$ cat config.mk
export PLATFORM = sky130hd
export DESIGN_NAME = sorted_server_table_unit
export DESIGN_NICKNAME = d
export VERILOG_FILES = /design/src/rtl/sst_pkg.sv /design/src/rtl/sorted_server_table_unit.sv /design/src/rtl/sst_ram.sv /design/src/rtl/sst_ctrl.sv
export SDC_FILE = /design/constraint.sdc
export NUM_CORES = 2
export LEC_CHECK = 0
export BUFFER_PORTS_ARGS = -buffer_cell sky130_fd_sc_hd__buf_4
export CAP_MARGIN = 20
export CORE_MARGIN = 4
export CORE_UTILIZATION = 35
export DETAILED_ROUTE_END_ITERATION = 12
export SKIP_LAST_GASP = 1
export SYNTH_ARGS = -nofsm -noshare
export SYNTH_HDL_FRONTEND = slang
export SYNTH_SLANG_ARGS = --single-unit
$ cat constraint.sdc
create_clock -name clk -period 5.4 [get_ports clk]
set_clock_uncertainty 0.05 [all_clocks]
set_input_delay 0.81 -clock clk [delete_from_list [all_inputs] [get_ports clk]]
set_output_delay 0.81 -clock clk [all_outputs]
set_load 0.02 [all_outputs]
$ cat src/rtl/sst_pkg.sv
// ----------------------------------------------------------------------------
// sst_pkg
// Types and codes shared by the sorted server table: entry layout, command
// and status codes, controller states and result word.
// ----------------------------------------------------------------------------
`default_nettype none

package sst_pkg;

  // One table entry as stored in the RAM
  typedef struct packed {
    logic [7:0]  id;
    logic [31:0] ip;
    logic [15:0] port;
  } entry_t;

  localparam int unsigned ENTRY_W = $bits(entry_t);

  // Command codes on the input word
  typedef enum logic [1:0] {
    CMD_ADD    = 2'd0,
    CMD_REMOVE = 2'd1,
    CMD_READ   = 2'd2
  } cmd_t;

  // Result status codes
  typedef enum logic [2:0] {
    RES_ADDED    = 3'd0,
    RES_PRESENT  = 3'd1,
    RES_CONFLICT = 3'd2,
    RES_FULL     = 3'd3,
    RES_REMOVED  = 3'd4,
    RES_ABSENT   = 3'd5,
    RES_LOCAL    = 3'd6,
    RES_BADIDX   = 3'd7
  } status_t;

  // Controller states
  typedef enum logic [2:0] {
    ST_IDLE,
    ST_ADD_SCAN,
    ST_ADD_SHIFT,
    ST_REM_SCAN,
    ST_REM_SHIFT,
    ST_READ,
    ST_DONE
  } state_t;

  // Result word handed from controller to output register
  typedef struct packed {
    status_t status;
    entry_t  entry;
  } result_t;

  // Register index of local_id (paddr[2])
  localparam logic [0:0] REG_LOCAL_ID = 1'b0;

endpackage

`default_nettype wire

$ cat src/rtl/sorted_server_table_unit.sv
// Add and remove walk through the entries held via the entry RAM read port, in
//   order; add ends with a final write, and both end in a result stage. Read
//   passes through a read stage first; other commands go straight to the result.
// One word at a time: the next word is accepted once the result has moved
//   to the output register.
// Reset: rst clears count, local_id, FSM and out_valid. Entry RAM is not cleared.
// ----------------------------------------------------------------------------
// sorted_server_table_unit
// Server table kept sorted by ascending id, with add, remove and indexed read
// commands and an APB register for the local node id.
// ----------------------------------------------------------------------------
`default_nettype none

module sorted_server_table_unit
  import sst_pkg::*;
#(
  parameter int unsigned CAPACITY = 32
) (
  input  wire logic        clk,
  input  wire logic        rst,
  // APB config port
  input  wire logic        psel,
  input  wire logic        penable,
  input  wire logic        pwrite,
  input  wire logic [2:0]  paddr,
  input  wire logic [31:0] pwdata,
  output logic      [31:0] prdata,
  output logic             pready,
  // command word
  input  wire logic        in_valid,
  output logic             in_ready,
  input  wire logic [1:0]  command,
  input  wire logic [7:0]  entry_id,
  input  wire logic [31:0] ip_address,
  input  wire logic [15:0] port_number,
  input  wire logic [4:0]  read_index,
  // result word
  output logic             out_valid,
  input  wire logic        out_ready,
  output logic      [2:0]  status,
  output logic      [7:0]  out_id,
  output logic      [31:0] out_ip,
  output logic      [15:0] out_port,
  output logic      [5:0]  entry_count
);

  localparam int unsigned IDX_W = (CAPACITY > 1) ? $clog2(CAPACITY) : 1;
  localparam int unsigned CNT_W = $clog2(CAPACITY + 1);

  logic [7:0]         local_id;
  entry_t             in_item;
  result_t            res;
  logic               res_valid, res_ready;
  logic [CNT_W-1:0]   tbl_count;
  logic               ram_we;
  logic [IDX_W-1:0]   ram_waddr, ram_raddr;
  logic [ENTRY_W-1:0] ram_wdata, ram_rdata;

  // ---- config register ----
  // Only local_id lives at index 0 (paddr[2] clear); paddr[2] set reads as zero.
  assign pready = 1'b1;
  assign prdata = (paddr[2:2] == REG_LOCAL_ID) ? {24'd0, local_id} : 32'd0;

  always_ff @(posedge clk) begin
    if (rst) begin
      local_id <= '0;
    end else if (psel && penable && pwrite && pready && (paddr[2:2] == REG_LOCAL_ID)) begin
      local_id <= pwdata[7:0];
    end
  end

  // ---- command entry ----
  assign in_item.id   = entry_id;
  assign in_item.ip   = ip_address;
  assign in_item.port = port_number;

  // ---- entry RAM: id, ip, port packed into one word ----
  sst_ram #(
    .WIDTH (ENTRY_W),
    .DEPTH (CAPACITY)
  ) u_ram (
    .clk   (clk),
    .we    (ram_we),
    .waddr (ram_waddr),
    .wdata (ram_wdata),
    .raddr (ram_raddr),
    .rdata (ram_rdata)
  );

  // ---- search / shift controller ----
  sst_ctrl #(
    .CAPACITY (CAPACITY)
  ) u_ctrl (
    .clk        (clk),
    .rst        (rst),
    .local_id   (local_id),
    .in_valid   (in_valid),
    .in_ready   (in_ready),
    .command    (command),
    .in_item    (in_item),
    .read_index (read_index),
    .res_valid  (res_valid),
    .res_ready  (res_ready),
    .res        (res),
    .count      (tbl_count),
    .ram_we     (ram_we),
    .ram_waddr  (ram_waddr),
    .ram_wdata  (ram_wdata),
    .ram_raddr  (ram_raddr),
    .ram_rdata  (ram_rdata)
  );

  // ---- output register ----
  // Holds a finished word so the controller can take the next command.
  assign res_ready = !out_valid || out_ready;

  always_ff @(posedge clk) begin
    if (rst) begin
      out_valid <= 1'b0;
    end else if (res_valid && res_ready) begin
      out_valid <= 1'b1;
    end else if (out_ready) begin
      out_valid <= 1'b0;
    end
  end

  always_ff @(posedge clk) begin
    if (res_valid && res_ready) begin
      status      <= res.status;
      out_id      <= res.entry.id;
      out_ip      <= res.entry.ip;
      out_port    <= res.entry.port;
      entry_count <= 6'(tbl_count);   // count is final by the time the word is ready
    end
  end

`ifndef ASSERT_OFF
  // count never runs past the table size
  a_count_bound: assert property (@(posedge clk) disable iff (rst)
    32'(tbl_count) <= CAPACITY)
    else $error("entry count above capacity");

  // count only moves while a command is being worked on
  a_count_busy: assert property (@(posedge clk) disable iff (rst)
    !$stable(tbl_count) |-> !in_ready)
    else $error("entry count changed while idle");

  // a full report always comes with a full table
  a_full_count: assert property (@(posedge clk) disable iff (rst)
    out_valid && (status == RES_FULL) |-> entry_count == 6'(CAPACITY))
    else $error("full status without full count");

  // entry fields are zero unless a successful read
  a_zero_fields: assert property (@(posedge clk) disable iff (rst)
    out_valid && (status != RES_ADDED) |-> (out_id == '0) && (out_ip == '0) && (out_port == '0))
    else $error("entry fields set on non-read status");
`endif

endmodule

`default_nettype wire

$ cat src/rtl/sst_ram.sv
// ----------------------------------------------------------------------------
// sst_ram
// Generic single-clock RAM: one write port, one read port, registered read.
// ----------------------------------------------------------------------------
`default_nettype none

module sst_ram #(
  parameter int unsigned WIDTH = 8,
  parameter int unsigned DEPTH = 32,
  localparam int unsigned AW = (DEPTH > 1) ? $clog2(DEPTH) : 1
) (
  input  wire logic             clk,
  input  wire logic             we,
  input  wire logic [AW-1:0]    waddr,
  input  wire logic [WIDTH-1:0] wdata,
  input  wire logic [AW-1:0]    raddr,
  output logic      [WIDTH-1:0] rdata
);

  logic [WIDTH-1:0] mem [DEPTH];

  always_ff @(posedge clk) begin
    if (we) begin
      mem[waddr] <= wdata;
    end
    rdata <= mem[raddr];
  end

endmodule

`default_nettype wire

$ cat src/rtl/sst_ctrl.sv
// ----------------------------------------------------------------------------
// sst_ctrl
// Table controller: walks the entry RAM one entry a cycle to search, insert
// with an upward shift, or delete with a downward shift; serves indexed reads and keeps the count.
// ----------------------------------------------------------------------------
`default_nettype none

module sst_ctrl
  import sst_pkg::*;
#(
  parameter int unsigned CAPACITY = 32,
  localparam int unsigned IDX_W = (CAPACITY > 1) ? $clog2(CAPACITY) : 1,
  localparam int unsigned CNT_W = $clog2(CAPACITY + 1)
) (
  input  wire logic               clk,
  input  wire logic               rst,
  input  wire logic [7:0]         local_id,
  input  wire logic               in_valid,
  output logic                    in_ready,
  input  wire logic [1:0]         command,
  input  wire entry_t             in_item,
  input  wire logic [4:0]         read_index,
  output logic                    res_valid,
  input  wire logic               res_ready,
  output result_t                 res,
  output logic      [CNT_W-1:0]   count,
  output logic                    ram_we,
  output logic      [IDX_W-1:0]   ram_waddr,
  output logic      [ENTRY_W-1:0] ram_wdata,
  output logic      [IDX_W-1:0]   ram_raddr,
  input  wire logic [ENTRY_W-1:0] ram_rdata
);

  localparam logic [CNT_W-1:0] CAP_CNT = CNT_W'(CAPACITY);

  state_t           state, state_next;
  logic [CNT_W-1:0] count_next;
  logic [CNT_W-1:0] k, k_next;       // index of entry arriving on ram_rdata
  entry_t           carry, carry_next; // entry displaced by the insert
  entry_t           item, item_next;   // latched command entry
  result_t          res_next;

  cmd_t             cmd;
  entry_t           rd_entry;
  logic [CNT_W-1:0] kp1;
  logic             add_full, tbl_empty, is_local, rd_ok;
  logic             key_eq, key_gt, last, at_end, differs;

  assign cmd       = cmd_t'(command);
  assign rd_entry  = entry_t'(ram_rdata);
  assign kp1       = k + 1'b1;
  assign add_full  = (count >= CAP_CNT);
  assign tbl_empty = (count == '0);
  assign is_local  = (in_item.id == local_id);
  assign rd_ok     = (32'(read_index) < 32'(count)) && (32'(read_index) < CAPACITY);
  assign key_eq    = (rd_entry.id == item.id);
  assign key_gt    = (rd_entry.id > item.id);
  assign last      = (kp1 == count);
  assign at_end    = (k == count);
  assign differs   = (rd_entry.ip != item.ip) || (rd_entry.port != item.port);

  // Next state
  always_comb begin
    state_next = state;
    unique case (state)
      ST_IDLE: begin
        if (in_valid) begin
          unique case (cmd)
            CMD_ADD: begin
              if (add_full) begin
                state_next = ST_DONE;
              end else if (tbl_empty) begin
                state_next = ST_ADD_SHIFT;
              end else begin
                state_next = ST_ADD_SCAN;
              end
            end
            CMD_REMOVE: begin
              if (is_local || tbl_empty) begin
                state_next = ST_DONE;
              end else begin
                state_next = ST_REM_SCAN;
              end
            end
            CMD_READ: begin
              state_next = rd_ok ? ST_READ : ST_DONE;
            end
            default: state_next = ST_DONE;
          endcase
        end
      end
      ST_ADD_SCAN: begin
        if (key_eq) begin
          state_next = ST_DONE;
        end else if (key_gt || last) begin
          state_next = ST_ADD_SHIFT;
        end
      end
      ST_ADD_SHIFT: begin
        if (at_end) begin
          state_next = ST_DONE;
        end
      end
      ST_REM_SCAN: begin
        if (key_eq) begin
          state_next = ST_REM_SHIFT;
        end else if (key_gt || last) begin
          state_next = ST_DONE;
        end
      end
      ST_REM_SHIFT: begin
        if (at_end) begin
          state_next = ST_DONE;
        end
      end
      ST_READ: state_next = ST_DONE;
      ST_DONE: begin
        if (res_ready) begin
          state_next = ST_IDLE;
        end
      end
      default: state_next = ST_IDLE;
    endcase
  end

  // Outputs and datapath
  always_comb begin
    in_ready   = 1'b0;
    res_valid  = 1'b0;
    ram_we     = 1'b0;
    ram_waddr  = k[IDX_W-1:0];
    ram_wdata  = carry;
    ram_raddr  = kp1[IDX_W-1:0];
    count_next = count;
    k_next     = k;
    carry_next = carry;
    item_next  = item;
    res_next   = res;
    unique case (state)
      ST_IDLE: begin
        in_ready   = 1'b1;
        ram_raddr  = (cmd == CMD_READ) ? IDX_W'(read_index) : '0;
        k_next     = '0;
        carry_next = in_item;
        item_next  = in_item;
        res_next   = '{status: RES_BADIDX, entry: '0};
        unique case (cmd)
          CMD_ADD:    res_next.status = RES_FULL;
          CMD_REMOVE: res_next.status = is_local ? RES_LOCAL : RES_ABSENT;
          CMD_READ:   res_next.status = RES_BADIDX;
          default:    res_next.status = RES_BADIDX;
        endcase
      end
      ST_ADD_SCAN: begin
        k_next = kp1;
        if (key_eq) begin
          res_next.status = differs ? RES_CONFLICT : RES_PRESENT;
        end else if (key_gt) begin
          // insert here, hold the displaced entry for the shift
          ram_we     = 1'b1;
          ram_wdata  = item;
          carry_next = rd_entry;
        end
      end
      ST_ADD_SHIFT: begin
        ram_we = 1'b1;
        if (at_end) begin
          count_next      = count + 1'b1;
          res_next.status = RES_ADDED;
        end else begin
          carry_next = rd_entry;
          k_next     = kp1;
        end
      end
      ST_REM_SCAN: begin
        k_next = kp1;
      end
      ST_REM_SHIFT: begin
        if (at_end) begin
          count_next      = count - 1'b1;
          res_next.status = RES_REMOVED;
        end else begin
          ram_we    = 1'b1;
          ram_waddr = IDX_W'(k - 1'b1);
          ram_wdata = rd_entry;
          k_next    = kp1;
        end
      end
      ST_READ: begin
        res_next = '{status: RES_ADDED, entry: rd_entry};
      end
      ST_DONE: begin
        res_valid = 1'b1;
      end
      default: ;
    endcase
  end

  always_ff @(posedge clk) begin
    if (rst) begin
      state <= ST_IDLE;
      count <= '0;
    end else begin
      state <= state_next;
      count <= count_next;
    end
  end

  always_ff @(posedge clk) begin
    k     <= k_next;
    carry <= carry_next;
    item  <= item_next;
    res   <= res_next;
  end

endmodule

`default_nettype wire
==> impl_metrics.csv <==
group,metric,value,unit
timing,period_needed,4.25,ns
clock_tree,ctsLongestPathBuffers,3,
floorplanning,core-area,233000,um^2
clock_tree,htree_levels,4,
worst_setup_path,cpPeakStageDelay,0.75,ns
worst_setup_path,crit_chain,"nor2_4 > nand2_1 > inv_1 > and2_4 > buf_4 > a32oi_2 > buf_4 > nor2_4 > buf_12",
worst_setup_path,endpoint_kind,"register",
global_routing,grt_max_degree,129,
synth,synth_seq_cells,2108,
clock_tree,cts.sinks,2108,
timing,fin_setup_tns,0,ns
timing,final_hold_viol_count,0,
clock_tree,cts_buffers,199,
global_routing,grt-ovfl-total,0,
detailed_routing,firstDrtPassIters,6,
placement,dp_hpwl,126,mm
worst_setup_path,crit_required,5.83,ns
synth,synth_seq_area_share,0.761,
timing,max_freq,235,MHz
worst_setup_path,cp_slowest_cell,"nor2_4",
clock_tree,cts_root_buffer,"clkbuf_16",
synth,ys_types,65,
cells_and_area,final_common_cell,"edfxtp_1",
clock_tree,ctsResizeCount,0,
clock_tree,cts_tree,"built",
global_routing,grt_antenna_before_repair,6,
clock_tree,insertion_delay,0.86,ns
floorplanning,die_h,492,um
detailed_routing,wl_per_cell,27.2,um
timing,post-route-period-util,0.787,
min_path,hold_class,"primary input to register",
clock_tree,ctsHoldBuffers,0,
synth,synth_ff_type,"edfxtp_1",
detailed_routing,via_per_inst,5.48,
clock_tree,cts_setup_buffers,0,
placement,io_buffers,153,
placement,place_congestion,0.789,
synth,ys.warnings.count,0,
synth,synthArstFlopShare,0,
detailed_routing,routed-via-count,49700,
worst_setup_path,crit_type,"register to register",
synth,avgSynthCellArea,14.8,um^2
timing,rsz0062_at_grt,"false",
floorplanning,ios,205,
cells_and_area,final_cell_mix,"edfxtp_1 (2034), nand2_1 (1271), nand3_1 (401)",
synth,synth_edf_count,2034,
synth,synth_area,82200,um^2
global_routing,grt_pass1_vias,47600,
placement,dp_slack,1.23,ns
detailed_routing,initialDrtViolationCount,5831,
worst_setup_path,critPathMaxFanout,40,
timing,tightestPinTransition,1.19,ns
cells_and_area,nets,5882,
floorplanning,initial_utilization,0.353,
detailed_routing,drc_errors,0,
timing,setup_violations,0,
detailed_routing,ant_nets,0,
worst_setup_path,cp.arrival,4.68,ns
floorplanning,dieArea,243000,um^2
power,cellPowerDensity,619,nW/um^2
floorplanning,rows,177,
detailed_routing,wl,247,mm
timing,slew_violations,0,
flow_run,maxCapViolCount,0,
cells_and_area,drive_gt1_frac,0.120,
timing,slew-limit-headroom,0.206,
run_status,status,"complete, no violations",
power,p_leak,0.0320,uW
timing,worst_slack,1.15,ns
global_routing,grt_use_total,0.197,
worst_setup_path,critical_path.startpoint_type,"register",
synth,netlist_instances,5558,
cells_and_area,syn_to_final_growth,15.8,%
power,ir_drop,453,uV
clock_tree,clk_pin_slew,0.06,ns
floorplanning,dieWidth,492,um
global_routing,grt_pass1_wl,348,mm
## layer usage
| layer | vias up | GRT usage | part of all wire |
|---|---|---|---|
| met4 | 0 | 0.0910 | 0.049 |
| met5 | - | 0 | 0 |
| li1 | 21500 | - | - |
| met3 | 471 | 0.0300 | 0.078 |
| met1 | 25300 | 0.252 | 0.39 |
| met2 | 2424 | 0.329 | 0.49 |
## final cells by class
cell class	count	area [um^2]
fillers	21100	138000
flip-flops and latches	2108	62600
multi-input cells	3017	18000
clock buffers	269	5460
well taps	3132	3920
repair buffers	351	3590
clock inverters	110	1250
inverters	81	307
diodes	3	7.51
## per-stage QoR
stage	cells	hold WS, ns	power [uW]	cell area, um^2	utilization
finish	9071	0.0864	58900	95100	0.408
global route	9069	0.0366	61300	95100	0.408
CTS	9067	0.0115	58900	95100	0.408
detailed placement	8688	0.355	44800	88400	0.379
global placement	8688	0.355	44400	88400	0.379
floorplan	5581	0.350	36400	82200	-
## final timing paths
path	from	to	slack [ns]	cells after the start
setup / recovery	u_ctrl.state[1]	u_ram.mem[4][30]	1.15	9
hold / removal	port_number[15]	u_ctrl.item[15]	0.09	1
setup reg to reg	u_ctrl.state[1]	u_ram.mem[4][30]	1.15	9
hold reg to reg	u_ctrl.res[27]	out_ip[11]	0.37	0
## synth_stat cells, types with 57 or more instances
| master | number | area share |
|---|---|---|
| clkbuf_1 | 209 | 0.0095 |
| and3_1 | 117 | 0.0089 |
| a32oi_1 | 225 | 0.024 |
| xor2_1 | 67 | 0.0071 |
| a31oi_1 | 58 | 0.0044 |
| dfxtp_1 | 74 | 0.018 |
| edfxtp_1 | 2034 | 0.74 |
| nand3_1 | 401 | 0.024 |
| nor2_1 | 63 | 0.0029 |
| mux2i_1 | 340 | 0.041 |
| a22oi_1 | 58 | 0.0053 |
| inv_1 | 80 | 0.0037 |
| nand4_1 | 118 | 0.0090 |
| nand2_1 | 1271 | 0.058 |
| a221oi_1 | 57 | 0.0061 |
| buf_2 | 91 | 0.0055 |
## state kept, by name, summed over array words and instances, names as in the netlist, 8 cells and up
register / cells
u_ctrl.res: 59
u_ram.rdata: 56
out_ip: 32
local_id: 8
u_ram.mem: 1792
out_id: 8
out_port: 16
u_ctrl.carry: 56
u_ctrl.item: 56
## worst max-delay path, delay by kind of cell, from the launching register on
family,cells,cell delay [ns]
buf+inv,4,1.30
compound gates,1,0.34
flops,1,0.54
simple gates,4,1.56
## cell families after synthesis
group / Yosys count / synth area share
compound gates: 526 / 0.0529
xor+xnor: 77 / 0.00821
fa+ha+maj: 20 / 0.00311
buf+inv: 456 / 0.0250
flops: 2108 / 0.761
mux: 340 / 0.0414
other cells: 2 / 0.0000914
simple gates: 2029 / 0.108
## report_power, final
part / switching, uW / internal [uW] / total, uW
clock: 6190 / 8060 / 14200
sequential: 1050 / 23700 / 24800
combinational: 14400 / 5430 / 19900
total: 21700 / 37200 / 58900
Note: power is estimated with default switching activity, not from simulation.
